[src/design/paddle_end_hit_pairing_core_defines.svh]
// Assertion macros used by the paddle end hit pairing sequencer.
`ifndef PADDLE_END_HIT_PAIRING_CORE_DEFINES_SVH
`define PADDLE_END_HIT_PAIRING_CORE_DEFINES_SVH

// Same-cycle implication, sampled on clk and disabled while rst_n is low.
`define PEHP_ASSERT_IMPL(label, ante, cons) \
    label: assert property (@(posedge clk) disable iff (!rst_n) (ante) |-> (cons)) \
        else $error("pehp assertion failed");

// Next-cycle implication, sampled on clk and disabled while rst_n is low.
`define PEHP_ASSERT_NEXT(label, ante, cons) \
    label: assert property (@(posedge clk) disable iff (!rst_n) (ante) |=> (cons)) \
        else $error("pehp assertion failed");

`endif

[src/design/pehp_pkg.sv]
// Package with types, register codes and constants of the paddle end hit pairing core.
package pehp_pkg;

    localparam int MAX_HITS_DEF = 16;
    localparam int NUM_BARS_DEF = 16;
    localparam int MAX_RESULTS = 64;
    localparam int RES_CNT_W = $clog2(MAX_RESULTS + 1);

    localparam int CFG_IDX_W = 4;
    localparam int MUL_W = 39;

    localparam logic [CFG_IDX_W-1:0] CFG_ENERGY_THRESHOLD = 4'd0;
    localparam logic [CFG_IDX_W-1:0] CFG_ATTENUATION_GAIN = 4'd1;
    localparam logic [CFG_IDX_W-1:0] CFG_HALF_LIGHT_SPEED = 4'd2;
    localparam logic [CFG_IDX_W-1:0] CFG_HALF_TRANSIT_TIME = 4'd3;

    localparam logic [15:0] ENERGY_THRESHOLD_RST = 16'd500;
    localparam logic [15:0] ATTENUATION_GAIN_RST = 16'd19035;
    localparam logic [15:0] HALF_LIGHT_SPEED_RST = 16'd19200;
    localparam logic [15:0] HALF_TRANSIT_TIME_RST = 16'd64;

    typedef struct packed {
        logic [4:0]         bar;
        logic               end_req;
        logic [15:0]        energy;
        logic signed [19:0] time_req;
        logic               last_hit;
    } hit_t;

    typedef struct packed {
        logic               point_valid;
        logic [4:0]         point_bar;
        logic signed [19:0] point_time;
        logic signed [15:0] position_offset;
        logic [17:0]        point_energy;
        logic               overflow;
        logic               last_point;
    } point_t;

    typedef struct packed {
        logic [CFG_IDX_W-1:0] index;
        logic [15:0]          value;
    } cfg_req_t;

    typedef struct packed {
        logic [15:0] energy_threshold;
        logic [15:0] attenuation_gain;
        logic [15:0] half_light_speed;
        logic [15:0] half_transit_time;
    } cfg_regs_t;

    typedef struct packed {
        logic [4:0]         bar;
        logic               end_req;
        logic [15:0]        energy;
        logic signed [19:0] time_req;
    } entry_t;

endpackage

[src/design/pehp_stream_if.sv]
// Valid/ready channel interface carrying one request payload of a given type.
interface pehp_stream_if #(
    parameter type T = logic
) ();

    logic valid;
    logic ready;
    T     data;

    modport source (output valid, output data, input ready);
    modport sink (input valid, input data, output ready);

endinterface

[src/design/paddle_end_hit_pairing_core.sv]
// Top level of the paddle end hit pairing core: configuration registers and unit wiring.
//
// Channel  Dir  Payload                          Request taken when
// hit      in   bar, end_req, energy, time_req   hit.valid && hit.ready
// point    out  point fields, overflow, last     point.valid && point.ready
// cfg      in   register index, 16-bit value     cfg.valid && cfg.ready
//
// A hit without the last mark is taken in the idle state, which the block keeps, so it stays ready.
// On the last hit the block walks all pairs: each is addressed and loaded; an opposite-end pair
// on one bar also runs the 16 steps of the square root unit, then scaling, energy and position.
// The walk stalls while a point waits in the output register and another in the pending one.
// Reset is asynchronous and needs no clearing pass; the hit buffer is never read before written.
module paddle_end_hit_pairing_core #(
    parameter int MAX_HITS = pehp_pkg::MAX_HITS_DEF,
    parameter int NUM_BARS = pehp_pkg::NUM_BARS_DEF
) (
    input  logic          clk,
    input  logic          rst_n,
    pehp_stream_if.sink   hit,
    pehp_stream_if.source point,
    pehp_stream_if.sink   cfg
);
    import pehp_pkg::*;

    localparam int IDX_W = $clog2(MAX_HITS);

    cfg_regs_t          cfg_reg;
    logic               st_wr_en;
    logic [IDX_W-1:0]   st_wr_addr;
    entry_t             st_wr_data;
    logic [IDX_W-1:0]   st_rd_addr_a;
    logic [IDX_W-1:0]   st_rd_addr_b;
    entry_t             st_rd_data_a;
    entry_t             st_rd_data_b;
    logic               sqrt_start;
    logic [31:0]        sqrt_radicand;
    logic               sqrt_done;
    logic [15:0]        sqrt_root;

    assign cfg.ready = 1'b1;

    always_ff @(posedge clk or negedge rst_n)
    begin
        if (!rst_n)
        begin
            cfg_reg.energy_threshold  <= ENERGY_THRESHOLD_RST;
            cfg_reg.attenuation_gain  <= ATTENUATION_GAIN_RST;
            cfg_reg.half_light_speed  <= HALF_LIGHT_SPEED_RST;
            cfg_reg.half_transit_time <= HALF_TRANSIT_TIME_RST;
        end
        else if (cfg.valid && cfg.ready)
        begin
            unique case (cfg.data.index)
                CFG_ENERGY_THRESHOLD:  cfg_reg.energy_threshold  <= cfg.data.value;
                CFG_ATTENUATION_GAIN:  cfg_reg.attenuation_gain  <= cfg.data.value;
                CFG_HALF_LIGHT_SPEED:  cfg_reg.half_light_speed  <= cfg.data.value;
                CFG_HALF_TRANSIT_TIME: cfg_reg.half_transit_time <= cfg.data.value;
                default:
                begin
                    cfg_reg <= cfg_reg;
                end
            endcase
        end
    end

    pehp_hit_store #(
        .DEPTH (MAX_HITS)
    ) u_store (
        .clk       (clk),
        .wr_en     (st_wr_en),
        .wr_addr   (st_wr_addr),
        .wr_data   (st_wr_data),
        .rd_addr_a (st_rd_addr_a),
        .rd_addr_b (st_rd_addr_b),
        .rd_data_a (st_rd_data_a),
        .rd_data_b (st_rd_data_b)
    );

    pehp_isqrt u_isqrt (
        .clk      (clk),
        .rst_n    (rst_n),
        .start    (sqrt_start),
        .radicand (sqrt_radicand),
        .done     (sqrt_done),
        .root     (sqrt_root)
    );

    pehp_pair_seq #(
        .MAX_HITS (MAX_HITS),
        .NUM_BARS (NUM_BARS)
    ) u_seq (
        .clk           (clk),
        .rst_n         (rst_n),
        .hit           (hit),
        .point         (point),
        .cfg_regs      (cfg_reg),
        .st_wr_en      (st_wr_en),
        .st_wr_addr    (st_wr_addr),
        .st_wr_data    (st_wr_data),
        .st_rd_addr_a  (st_rd_addr_a),
        .st_rd_addr_b  (st_rd_addr_b),
        .st_rd_data_a  (st_rd_data_a),
        .st_rd_data_b  (st_rd_data_b),
        .sqrt_start    (sqrt_start),
        .sqrt_radicand (sqrt_radicand),
        .sqrt_done     (sqrt_done),
        .sqrt_root     (sqrt_root)
    );

endmodule

[src/design/pehp_hit_store.sv]
// Hit buffer memory with one write port and two registered read ports.
module pehp_hit_store #(
    parameter int DEPTH = pehp_pkg::MAX_HITS_DEF,
    localparam int IDX_W = $clog2(DEPTH)
) (
    input  logic                 clk,
    input  logic                 wr_en,
    input  logic [IDX_W-1:0]     wr_addr,
    input  pehp_pkg::entry_t     wr_data,
    input  logic [IDX_W-1:0]     rd_addr_a,
    input  logic [IDX_W-1:0]     rd_addr_b,
    output pehp_pkg::entry_t     rd_data_a,
    output pehp_pkg::entry_t     rd_data_b
);
    import pehp_pkg::*;

    entry_t mem [DEPTH];
    entry_t rd_a_reg;
    entry_t rd_b_reg;

    always_ff @(posedge clk)
    begin
        if (wr_en)
        begin
            mem[wr_addr] <= wr_data;
        end
    end

    always_ff @(posedge clk)
    begin
        rd_a_reg <= mem[rd_addr_a];
        rd_b_reg <= mem[rd_addr_b];
    end

    assign rd_data_a = rd_a_reg;
    assign rd_data_b = rd_b_reg;

endmodule

[src/design/pehp_isqrt.sv]
// Iterative integer square root of a 32-bit value, two radicand bits per cycle.
module pehp_isqrt (
    input  logic        clk,
    input  logic        rst_n,
    input  logic        start,
    input  logic [31:0] radicand,
    output logic        done,
    output logic [15:0] root
);
    import pehp_pkg::*;

    logic [31:0] rad_reg;
    logic [19:0] rem_reg;
    logic [15:0] root_reg;
    logic [3:0]  step_reg;
    logic        busy_reg;
    logic        done_reg;

    logic [19:0] rem_sh;
    logic [19:0] trial;
    logic        fits;

    assign rem_sh = {rem_reg[17:0], rad_reg[31:30]};
    assign trial  = {2'b00, root_reg, 2'b01};
    assign fits   = (rem_sh >= trial);

    always_ff @(posedge clk or negedge rst_n)
    begin
        if (!rst_n)
        begin
            rad_reg  <= '0;
            rem_reg  <= '0;
            root_reg <= '0;
            step_reg <= '0;
            busy_reg <= 1'b0;
            done_reg <= 1'b0;
        end
        else
        begin
            done_reg <= 1'b0;
            if (start)
            begin
                rad_reg  <= radicand;
                rem_reg  <= '0;
                root_reg <= '0;
                step_reg <= '0;
                busy_reg <= 1'b1;
            end
            else if (busy_reg)
            begin
                rad_reg  <= {rad_reg[29:0], 2'b00};
                rem_reg  <= fits ? (rem_sh - trial) : rem_sh;
                root_reg <= {root_reg[14:0], fits};
                step_reg <= step_reg + 4'd1;
                if (step_reg == 4'hF)
                begin
                    busy_reg <= 1'b0;
                    done_reg <= 1'b1;
                end
            end
        end
    end

    assign done = done_reg;
    assign root = root_reg;

endmodule

[src/design/pehp_pair_seq.sv]
// Sequencer that stores hits, walks hit pairs through the shared multiplier and emits points.
`include "paddle_end_hit_pairing_core_defines.svh"

module pehp_pair_seq #(
    parameter int MAX_HITS = pehp_pkg::MAX_HITS_DEF,
    parameter int NUM_BARS = pehp_pkg::NUM_BARS_DEF,
    localparam int IDX_W = $clog2(MAX_HITS)
) (
    input  logic                  clk,
    input  logic                  rst_n,
    pehp_stream_if.sink           hit,
    pehp_stream_if.source         point,
    input  pehp_pkg::cfg_regs_t   cfg_regs,
    output logic                  st_wr_en,
    output logic [IDX_W-1:0]      st_wr_addr,
    output pehp_pkg::entry_t      st_wr_data,
    output logic [IDX_W-1:0]      st_rd_addr_a,
    output logic [IDX_W-1:0]      st_rd_addr_b,
    input  pehp_pkg::entry_t      st_rd_data_a,
    input  pehp_pkg::entry_t      st_rd_data_b,
    output logic                  sqrt_start,
    output logic [31:0]           sqrt_radicand,
    input  logic                  sqrt_done,
    input  logic [15:0]           sqrt_root
);
    import pehp_pkg::*;

    localparam int CNT_W = $clog2(MAX_HITS + 1);

    typedef enum logic [3:0] {
        S_IDLE,
        S_ADDR,
        S_LOAD,
        S_SQRT_GO,
        S_SQRT_WAIT,
        S_SCALE,
        S_ENERGY,
        S_POS,
        S_FINISH
    } state_t;

    state_t                state_reg;
    logic [CNT_W-1:0]      cnt_reg;
    logic                  ovf_reg;
    logic [CNT_W-1:0]      i_reg;
    logic [CNT_W-1:0]      j_reg;
    logic [RES_CNT_W-1:0]  n_reg;
    logic [17:0]           energy_reg;
    point_t                pend_reg;
    logic                  pend_valid_reg;
    point_t                out_reg;
    logic                  out_valid_reg;
    logic signed [MUL_W-1:0] mul_reg;

    logic                  hit_acc;
    logic                  bar_ok;
    logic                  has_room;
    logic                  slot_free;
    logic                  out_load;
    logic                  pair_match;
    logic                  mul_en;
    logic [15:0]           mul_a;
    logic signed [21:0]    mul_b;
    logic signed [20:0]    dt;
    logic [32:0]           esum;
    logic [17:0]           ecalc;
    logic                  e_pass;
    logic signed [22:0]    tsum;
    logic signed [22:0]    thalf;
    logic signed [19:0]    tsat;
    logic signed [MUL_W:0] psum;
    logic signed [MUL_W:0] pq;
    logic signed [15:0]    ysat;
    logic [CNT_W:0]        i_plus2;
    point_t                new_pt;
    point_t                empty_pt;
    point_t                fin_pt;

    assign hit.ready  = (state_reg == S_IDLE);
    assign hit_acc    = hit.valid && hit.ready;
    assign bar_ok     = (hit.data.bar != '0) && (int'(hit.data.bar) <= NUM_BARS);
    assign has_room   = (cnt_reg < CNT_W'(MAX_HITS));
    assign slot_free  = !out_valid_reg || point.ready;
    assign out_load   = slot_free && (((state_reg == S_POS) && pend_valid_reg)
                                      || (state_reg == S_FINISH));

    assign st_wr_en            = hit_acc && bar_ok && has_room;
    assign st_wr_addr          = cnt_reg[IDX_W-1:0];
    assign st_wr_data.bar      = hit.data.bar;
    assign st_wr_data.end_req  = hit.data.end_req;
    assign st_wr_data.energy   = hit.data.energy;
    assign st_wr_data.time_req = hit.data.time_req;
    assign st_rd_addr_a        = i_reg[IDX_W-1:0];
    assign st_rd_addr_b        = j_reg[IDX_W-1:0];

    assign pair_match = (st_rd_data_a.bar == st_rd_data_b.bar)
                        && (st_rd_data_a.end_req != st_rd_data_b.end_req);

    assign sqrt_start    = (state_reg == S_SQRT_GO);
    assign sqrt_radicand = mul_reg[31:0];

    assign dt = st_rd_data_a.end_req
                ? (21'(st_rd_data_a.time_req) - 21'(st_rd_data_b.time_req))
                : (21'(st_rd_data_b.time_req) - 21'(st_rd_data_a.time_req));

    always_comb
    begin
        mul_en = 1'b0;
        mul_a  = st_rd_data_a.energy;
        mul_b  = $signed({6'b000000, st_rd_data_b.energy});
        unique case (state_reg)
            S_LOAD:
            begin
                mul_en = 1'b1;
            end
            S_SCALE:
            begin
                mul_en = 1'b1;
                mul_a  = sqrt_root;
                mul_b  = $signed({6'b000000, cfg_regs.attenuation_gain});
            end
            S_ENERGY:
            begin
                mul_en = 1'b1;
                mul_a  = cfg_regs.half_light_speed;
                mul_b  = 22'(dt);
            end
            default:
            begin
                mul_en = 1'b0;
            end
        endcase
    end

    always_ff @(posedge clk)
    begin
        if (mul_en)
        begin
            mul_reg <= MUL_W'($signed({1'b0, mul_a})) * MUL_W'(mul_b);
        end
    end

    assign esum   = mul_reg[32:0] + 33'd8192;
    assign ecalc  = esum[32] ? 18'h3FFFF : esum[31:14];
    assign e_pass = (ecalc > {2'b00, cfg_regs.energy_threshold})
                    && (n_reg < RES_CNT_W'(MAX_RESULTS));

    assign tsum  = 23'(st_rd_data_a.time_req) + 23'(st_rd_data_b.time_req)
                   - $signed({6'b000000, cfg_regs.half_transit_time, 1'b0}) + 23'sd1;
    assign thalf = tsum >>> 1;
    assign tsat  = (thalf > 23'sd524287) ? 20'sd524287
                 : (thalf < -23'sd524288) ? -20'sd524288
                 : thalf[19:0];

    assign psum = (MUL_W+1)'(mul_reg) + (MUL_W+1)'(2048);
    assign pq   = psum >>> 12;
    assign ysat = (pq > (MUL_W+1)'(32767)) ? 16'sd32767
                : (pq < -(MUL_W+1)'(32768)) ? -16'sd32768
                : pq[15:0];

    assign i_plus2 = {1'b0, i_reg} + (CNT_W+1)'(2);

    always_comb
    begin
        new_pt.point_valid     = 1'b1;
        new_pt.point_bar       = st_rd_data_a.bar;
        new_pt.point_time      = tsat;
        new_pt.position_offset = ysat;
        new_pt.point_energy    = energy_reg;
        new_pt.overflow        = ovf_reg;
        new_pt.last_point      = 1'b0;
        empty_pt               = '0;
        empty_pt.overflow      = ovf_reg;
        empty_pt.last_point    = 1'b1;
        fin_pt                 = pend_reg;
        fin_pt.last_point      = 1'b1;
    end

    always_ff @(posedge clk or negedge rst_n)
    begin
        if (!rst_n)
        begin
            state_reg      <= S_IDLE;
            cnt_reg        <= '0;
            ovf_reg        <= 1'b0;
            i_reg          <= '0;
            j_reg          <= '0;
            n_reg          <= '0;
            energy_reg     <= '0;
            pend_reg       <= '0;
            pend_valid_reg <= 1'b0;
            out_reg        <= '0;
            out_valid_reg  <= 1'b0;
        end
        else
        begin
            if (out_load)
            begin
                out_valid_reg <= 1'b1;
            end
            else if (point.ready)
            begin
                out_valid_reg <= 1'b0;
            end
            unique case (state_reg)
                S_IDLE:
                begin
                    if (hit_acc)
                    begin
                        if (bar_ok)
                        begin
                            if (has_room)
                            begin
                                cnt_reg <= cnt_reg + CNT_W'(1);
                            end
                            else
                            begin
                                ovf_reg <= 1'b1;
                            end
                        end
                        if (hit.data.last_hit)
                        begin
                            i_reg     <= '0;
                            j_reg     <= CNT_W'(1);
                            state_reg <= S_ADDR;
                        end
                    end
                end
                S_ADDR:
                begin
                    if (j_reg >= cnt_reg)
                    begin
                        if (i_plus2 >= {1'b0, cnt_reg})
                        begin
                            state_reg <= S_FINISH;
                        end
                        else
                        begin
                            i_reg <= i_reg + CNT_W'(1);
                            j_reg <= i_plus2[CNT_W-1:0];
                        end
                    end
                    else
                    begin
                        state_reg <= S_LOAD;
                    end
                end
                S_LOAD:
                begin
                    if (pair_match)
                    begin
                        state_reg <= S_SQRT_GO;
                    end
                    else
                    begin
                        j_reg     <= j_reg + CNT_W'(1);
                        state_reg <= S_ADDR;
                    end
                end
                S_SQRT_GO:
                begin
                    state_reg <= S_SQRT_WAIT;
                end
                S_SQRT_WAIT:
                begin
                    if (sqrt_done)
                    begin
                        state_reg <= S_SCALE;
                    end
                end
                S_SCALE:
                begin
                    state_reg <= S_ENERGY;
                end
                S_ENERGY:
                begin
                    if (e_pass)
                    begin
                        energy_reg <= ecalc;
                        state_reg  <= S_POS;
                    end
                    else
                    begin
                        j_reg     <= j_reg + CNT_W'(1);
                        state_reg <= S_ADDR;
                    end
                end
                S_POS:
                begin
                    if (!pend_valid_reg || slot_free)
                    begin
                        if (pend_valid_reg)
                        begin
                            out_reg <= pend_reg;
                        end
                        pend_reg       <= new_pt;
                        pend_valid_reg <= 1'b1;
                        n_reg          <= n_reg + RES_CNT_W'(1);
                        j_reg          <= j_reg + CNT_W'(1);
                        state_reg      <= S_ADDR;
                    end
                end
                S_FINISH:
                begin
                    if (slot_free)
                    begin
                        out_reg        <= pend_valid_reg ? fin_pt : empty_pt;
                        pend_valid_reg <= 1'b0;
                        n_reg          <= '0;
                        cnt_reg        <= '0;
                        ovf_reg        <= 1'b0;
                        state_reg      <= S_IDLE;
                    end
                end
                default:
                begin
                    state_reg <= S_IDLE;
                end
            endcase
        end
    end

    assign point.valid = out_valid_reg;
    assign point.data  = out_reg;

    `PEHP_ASSERT_IMPL(a_pend_counted, pend_valid_reg, n_reg != '0)
    `PEHP_ASSERT_IMPL(a_cnt_bound, 1'b1, cnt_reg <= CNT_W'(MAX_HITS))
    `PEHP_ASSERT_IMPL(a_results_bound, 1'b1, n_reg <= RES_CNT_W'(MAX_RESULTS))
    `PEHP_ASSERT_NEXT(a_finish_clears, (state_reg == S_FINISH) && slot_free, (cnt_reg == '0) && !ovf_reg && (state_reg == S_IDLE) && out_valid_reg)

endmodule

[src/flat_wrapper.sv]
// flat-port wrapper written by rule: the top's interface ports become plain ports
module paddle_end_hit_pairing_core_flat import pehp_pkg::*;
#(
    parameter int MAX_HITS = pehp_pkg::MAX_HITS_DEF,
    parameter int NUM_BARS = pehp_pkg::NUM_BARS_DEF
)
  (clk, rst_n, hit_valid, hit_data, hit_ready, point_valid, point_data, point_ready, cfg_valid, cfg_data, cfg_ready);
  pehp_stream_if #(.T(hit_t)) hit_i ();
  pehp_stream_if #(.T(point_t)) point_i ();
  pehp_stream_if #(.T(cfg_req_t)) cfg_i ();
  input  logic clk;
  input  logic rst_n;
  input wire logic [$bits(hit_i.valid)-1:0] hit_valid;
  input wire logic [$bits(hit_i.data)-1:0] hit_data;
  output wire logic [$bits(hit_i.ready)-1:0] hit_ready;
  output wire logic [$bits(point_i.valid)-1:0] point_valid;
  output wire logic [$bits(point_i.data)-1:0] point_data;
  input wire logic [$bits(point_i.ready)-1:0] point_ready;
  input wire logic [$bits(cfg_i.valid)-1:0] cfg_valid;
  input wire logic [$bits(cfg_i.data)-1:0] cfg_data;
  output wire logic [$bits(cfg_i.ready)-1:0] cfg_ready;
  assign hit_i.valid = hit_valid;
  assign hit_i.data = hit_data;
  assign hit_ready = hit_i.ready;
  assign point_valid = point_i.valid;
  assign point_data = point_i.data;
  assign point_i.ready = point_ready;
  assign cfg_i.valid = cfg_valid;
  assign cfg_i.data = cfg_data;
  assign cfg_ready = cfg_i.ready;
  paddle_end_hit_pairing_core #(.MAX_HITS(MAX_HITS), .NUM_BARS(NUM_BARS)) u_core (.clk(clk), .rst_n(rst_n), .hit(hit_i), .point(point_i), .cfg(cfg_i));
endmodule
[config.mk]
export PLATFORM = sky130hd
export DESIGN_NAME = paddle_end_hit_pairing_core_flat
export DESIGN_NICKNAME = d
export VERILOG_FILES = /design/src/design/pehp_pkg.sv /design/src/design/pehp_stream_if.sv /design/src/design/paddle_end_hit_pairing_core.sv /design/src/design/pehp_hit_store.sv /design/src/design/pehp_isqrt.sv /design/src/design/pehp_pair_seq.sv /design/src/flat_wrapper.sv
export VERILOG_INCLUDE_DIRS = /design/src /design/src/design
export SDC_FILE = /design/constraint.sdc
export NUM_CORES = 2
export LEC_CHECK = 0
export BUFFER_PORTS_ARGS = -buffer_cell sky130_fd_sc_hd__buf_2
export CORE_AREA = 5 5 388 390
export DETAILED_ROUTE_END_ITERATION = 8
export DIE_AREA = 0 0 393 395
export GPL_TIMING_DRIVEN = 1
export PLACE_DENSITY_LB_ADDON = 0.2
export RECOVER_POWER = 50
export SLEW_MARGIN = 10
export SYNTH_ARGS = -nofsm -noshare
export SYNTH_HDL_FRONTEND = slang
export SYNTH_SLANG_ARGS = --single-unit
[constraint.sdc]
create_clock -name clk -period 11.5 [get_ports clk]
set_clock_uncertainty 0.2 [all_clocks]
set_input_delay 1.725 -clock clk [delete_from_list [all_inputs] [get_ports clk]]
set_output_delay 1.725 -clock clk [all_outputs]
set_load 0.02 [all_outputs]
==> flow_summary.toml <==
[run_status]
outcome = "complete, but fails checks"
violations = "capacitance limit, slew limit"

[grt]
grt_util_met2_pct = 38.51
grt.met3_usage_pct = 3.647
grt_pass1_wl_um = 277000
use_met1_pct = 32.78
gr-total-overflow = 0
grt_pass1_vias = 42400
top_usage_layer = "met2"
grtUsageTotal_pct = 23.76
grt_max_degree = 142
antenna_found_initial = 19

[placement]
place.gp.congestion = 0.9415
place.detailed.hpwl_um = 123300
portBuffers = 131
placed_area_um2 = 68220

[die]
core_area_um2 = 146800
die_w_um = 393
ios = 133
die_h_um = 395
die-area_um2 = 155200
fp-row-count = 141
initial_utilization_pct = 44.59

[sta]
tns_ns = 0
fmax_mhz = 100.6
finalMaxSlewViolations = 547
hold_violations = 0
tightestPinTransition_ns = 5.253
rsz0062_at_grt = "no"
slew_headroom_pct = -250.2
setup_viol = 0
post-route-period-util_pct = 86.41
period_needed_ns = 9.937

[critical_path]
crit_required_ns = 11.76
r2r_start = "u_core.u_store.rd_data_b[1]"
critical_path_class = "reg2reg"
setup.worst_path.end_class = "flop"
path_max_fanout = 9
ff2ff_setup_slack_ns = 1.56
crit_arrival_ns = 10.20
rr_endpoint = "u_core.u_seq.mul_reg[37]"
cpPeakStageDelay_ns = 0.81
rr_worst_depth = 29
critPathSlowestCell = "o21ai_1"
crit_path_frequent_cell = "fa_1"
crit_path_start_kind = "flop"

[synth]
netlist_area_um2 = 65450
seq_area_frac_synth_pct = 46.93
syn_inst = 5107
syn_avg_cell_area_um2 = 12.82
synthArstFlopShare_pct = 27.79
synth_seq_cells = 1101
yosys_warnings = 0
synth_fp_nets = 5741
synth_flop_cell = "edfxtp_1"
synth_edf_count = 711
synth_cell_types = 93

[drt]
drtIter0Drc = 3663
totalWireLength_um = 183200
via_per_inst = 5.780
route.detailed.drc = 0
antenna_left = 0
wl_per_cell_um = 25.44
dr.pass1.iters = 6
vias = 41620

[job]
drv_cap = 8

[clocking]
cts_setup_buffers = 0
htreeDepth = 3
clkTransAtPathRegs_ns = 0.06
clock_sinks = 1101
cts_buffers = 115
clkLatencyLatePin_ns = 0.77
cts_tree = "built"
ctsRootBufferMaster = "clkbuf_16"
cts_resized = 0
cts.path.max_buffers = 3
cts_hold_buf = 0

[min_path]
hold_path_end = "u_core.u_isqrt.rad_reg[4]"
holdPathStages = 2
hp-class = "reg2reg"
hp-start = "u_core.u_seq.mul_reg[4]"

[finish]
layout-drive-gt1-share_pct = 17.15
final_design_area_no_fill_um2 = 72080
area_growth_pct = 10.14
layout.nets = 5792
largest_register_ffs = 672
## cell families after synthesis
group | after synthesis | synth area share [%]
muxes | 533 | 16.28
buffers and inverters | 832 | 4.852
AOI/OAI and AO/OA | 641 | 6.458
xor gates and xnor gates | 144 | 1.927
other | 1 | 0.005730
DFF | 1101 | 46.93
adders and majority gates | 569 | 14.87
and+or+nand+nor | 1286 | 8.676
## cell type report
cell class / count / area, um2
flip-flops and latches: 1101 / 30730
well taps: 1930 / 2415
clock inverters: 67 / 780.7
multi-input cells: 3174 / 31660
repair buffers: 207 / 1189
diodes: 11 / 27.53
fillers: 12870 / 74700
inverters: 559 / 2098
clock buffers: 152 / 3177
## worst max-delay path: cells and delay by family, from the launching register on
family / cells / cell delay (ns)
xor+xnor: 2 / 0.23
compound gates: 10 / 3.91
buf+inv: 4 / 0.24
flops: 1 / 0.51
simple gates: 5 / 0.75
fa+ha+maj: 8 / 3.82
## cells in the final DEF, fill, tap and decap left out, types with 144 or more instances in the layout
cell,n
nand2_1,535
nor2_1,347
inv_1,559
o21ai_0,144
mux4_2,420
ha_1,217
edfxtp_1,711
fa_1,349
dfrtp_1,280
a21oi_1,158
## per-layer routing
metal  share of wire, %  vias to the layer above
met5              0.041                        -
met4                4.0                       12
met3                6.6                      308
met2                 48                     1465
met1                 41                    21410
li1                   -                    18430
## synth_stat cells (all sizes together) (12+ instances only)
cell | number | area share [%]
fa | 349 | 11
clkbuf | 208 | 1.2
mux2i | 59 | 0.90
nand4 | 27 | 0.26
a221o | 22 | 0.34
nand3 | 116 | 0.89
ha | 217 | 4.1
dfrtp | 287 | 11
o21a | 28 | 0.32
nor2b | 19 | 0.19
edfxtp | 711 | 33
xor2 | 48 | 0.64
a31oi | 32 | 0.31
dfxtp | 84 | 2.6
dfstp | 19 | 0.76
nand2 | 539 | 3.1
nand2b | 33 | 0.32
o22a | 15 | 0.20
a21o | 60 | 0.69
and3 | 39 | 0.37
a22oi | 13 | 0.15
a21oi | 159 | 1.2
mux4 | 420 | 14
nor2 | 354 | 2.0
o21ai | 154 | 1.2
mux2 | 54 | 0.93
buf | 65 | 0.45
and2 | 50 | 0.48
inv | 559 | 3.2
xnor2 | 96 | 1.3
nor3 | 60 | 0.49
a211oi | 21 | 0.24
or3 | 12 | 0.11
a221oi | 21 | 0.29
## worst max path at each step
stage                     cells after the start                  endpoint                         from  slack, ns
after global placement                       33  u_core.u_seq.mul_reg[37]  u_core.u_store.rd_data_a[0]       1.76
after global routing                          2   u_core.u_isqrt.busy_reg                        rst_n       0.55
after CTS                                    26  u_core.u_seq.mul_reg[37]    u_core.u_seq.state_reg[3]       1.58
final                                        29  u_core.u_seq.mul_reg[37]  u_core.u_store.rd_data_b[1]       1.56
after detailed placement                     26  u_core.u_seq.mul_reg[37]    u_core.u_seq.state_reg[3]       1.64
after floorplan                              32  u_core.u_seq.mul_reg[37]  u_core.u_store.rd_data_b[1]       3.01
## per-stage QoR
step	setup slack (ns)	utilization [%]	std cells	hold WS, ns
floorplan	3.005	-	5107	0.2146
global placement	1.760	46.48	6971	0.2270
detailed placement	1.644	46.48	6971	0.2376
CTS	1.584	49.17	7190	0.2386
global route	0.5481	49.09	7192	0.2701
finish	1.563	49.11	7201	0.2283
Power is not shown: default switching activity piles up to over one toggle a cycle in this logic, so the estimate is an artifact.
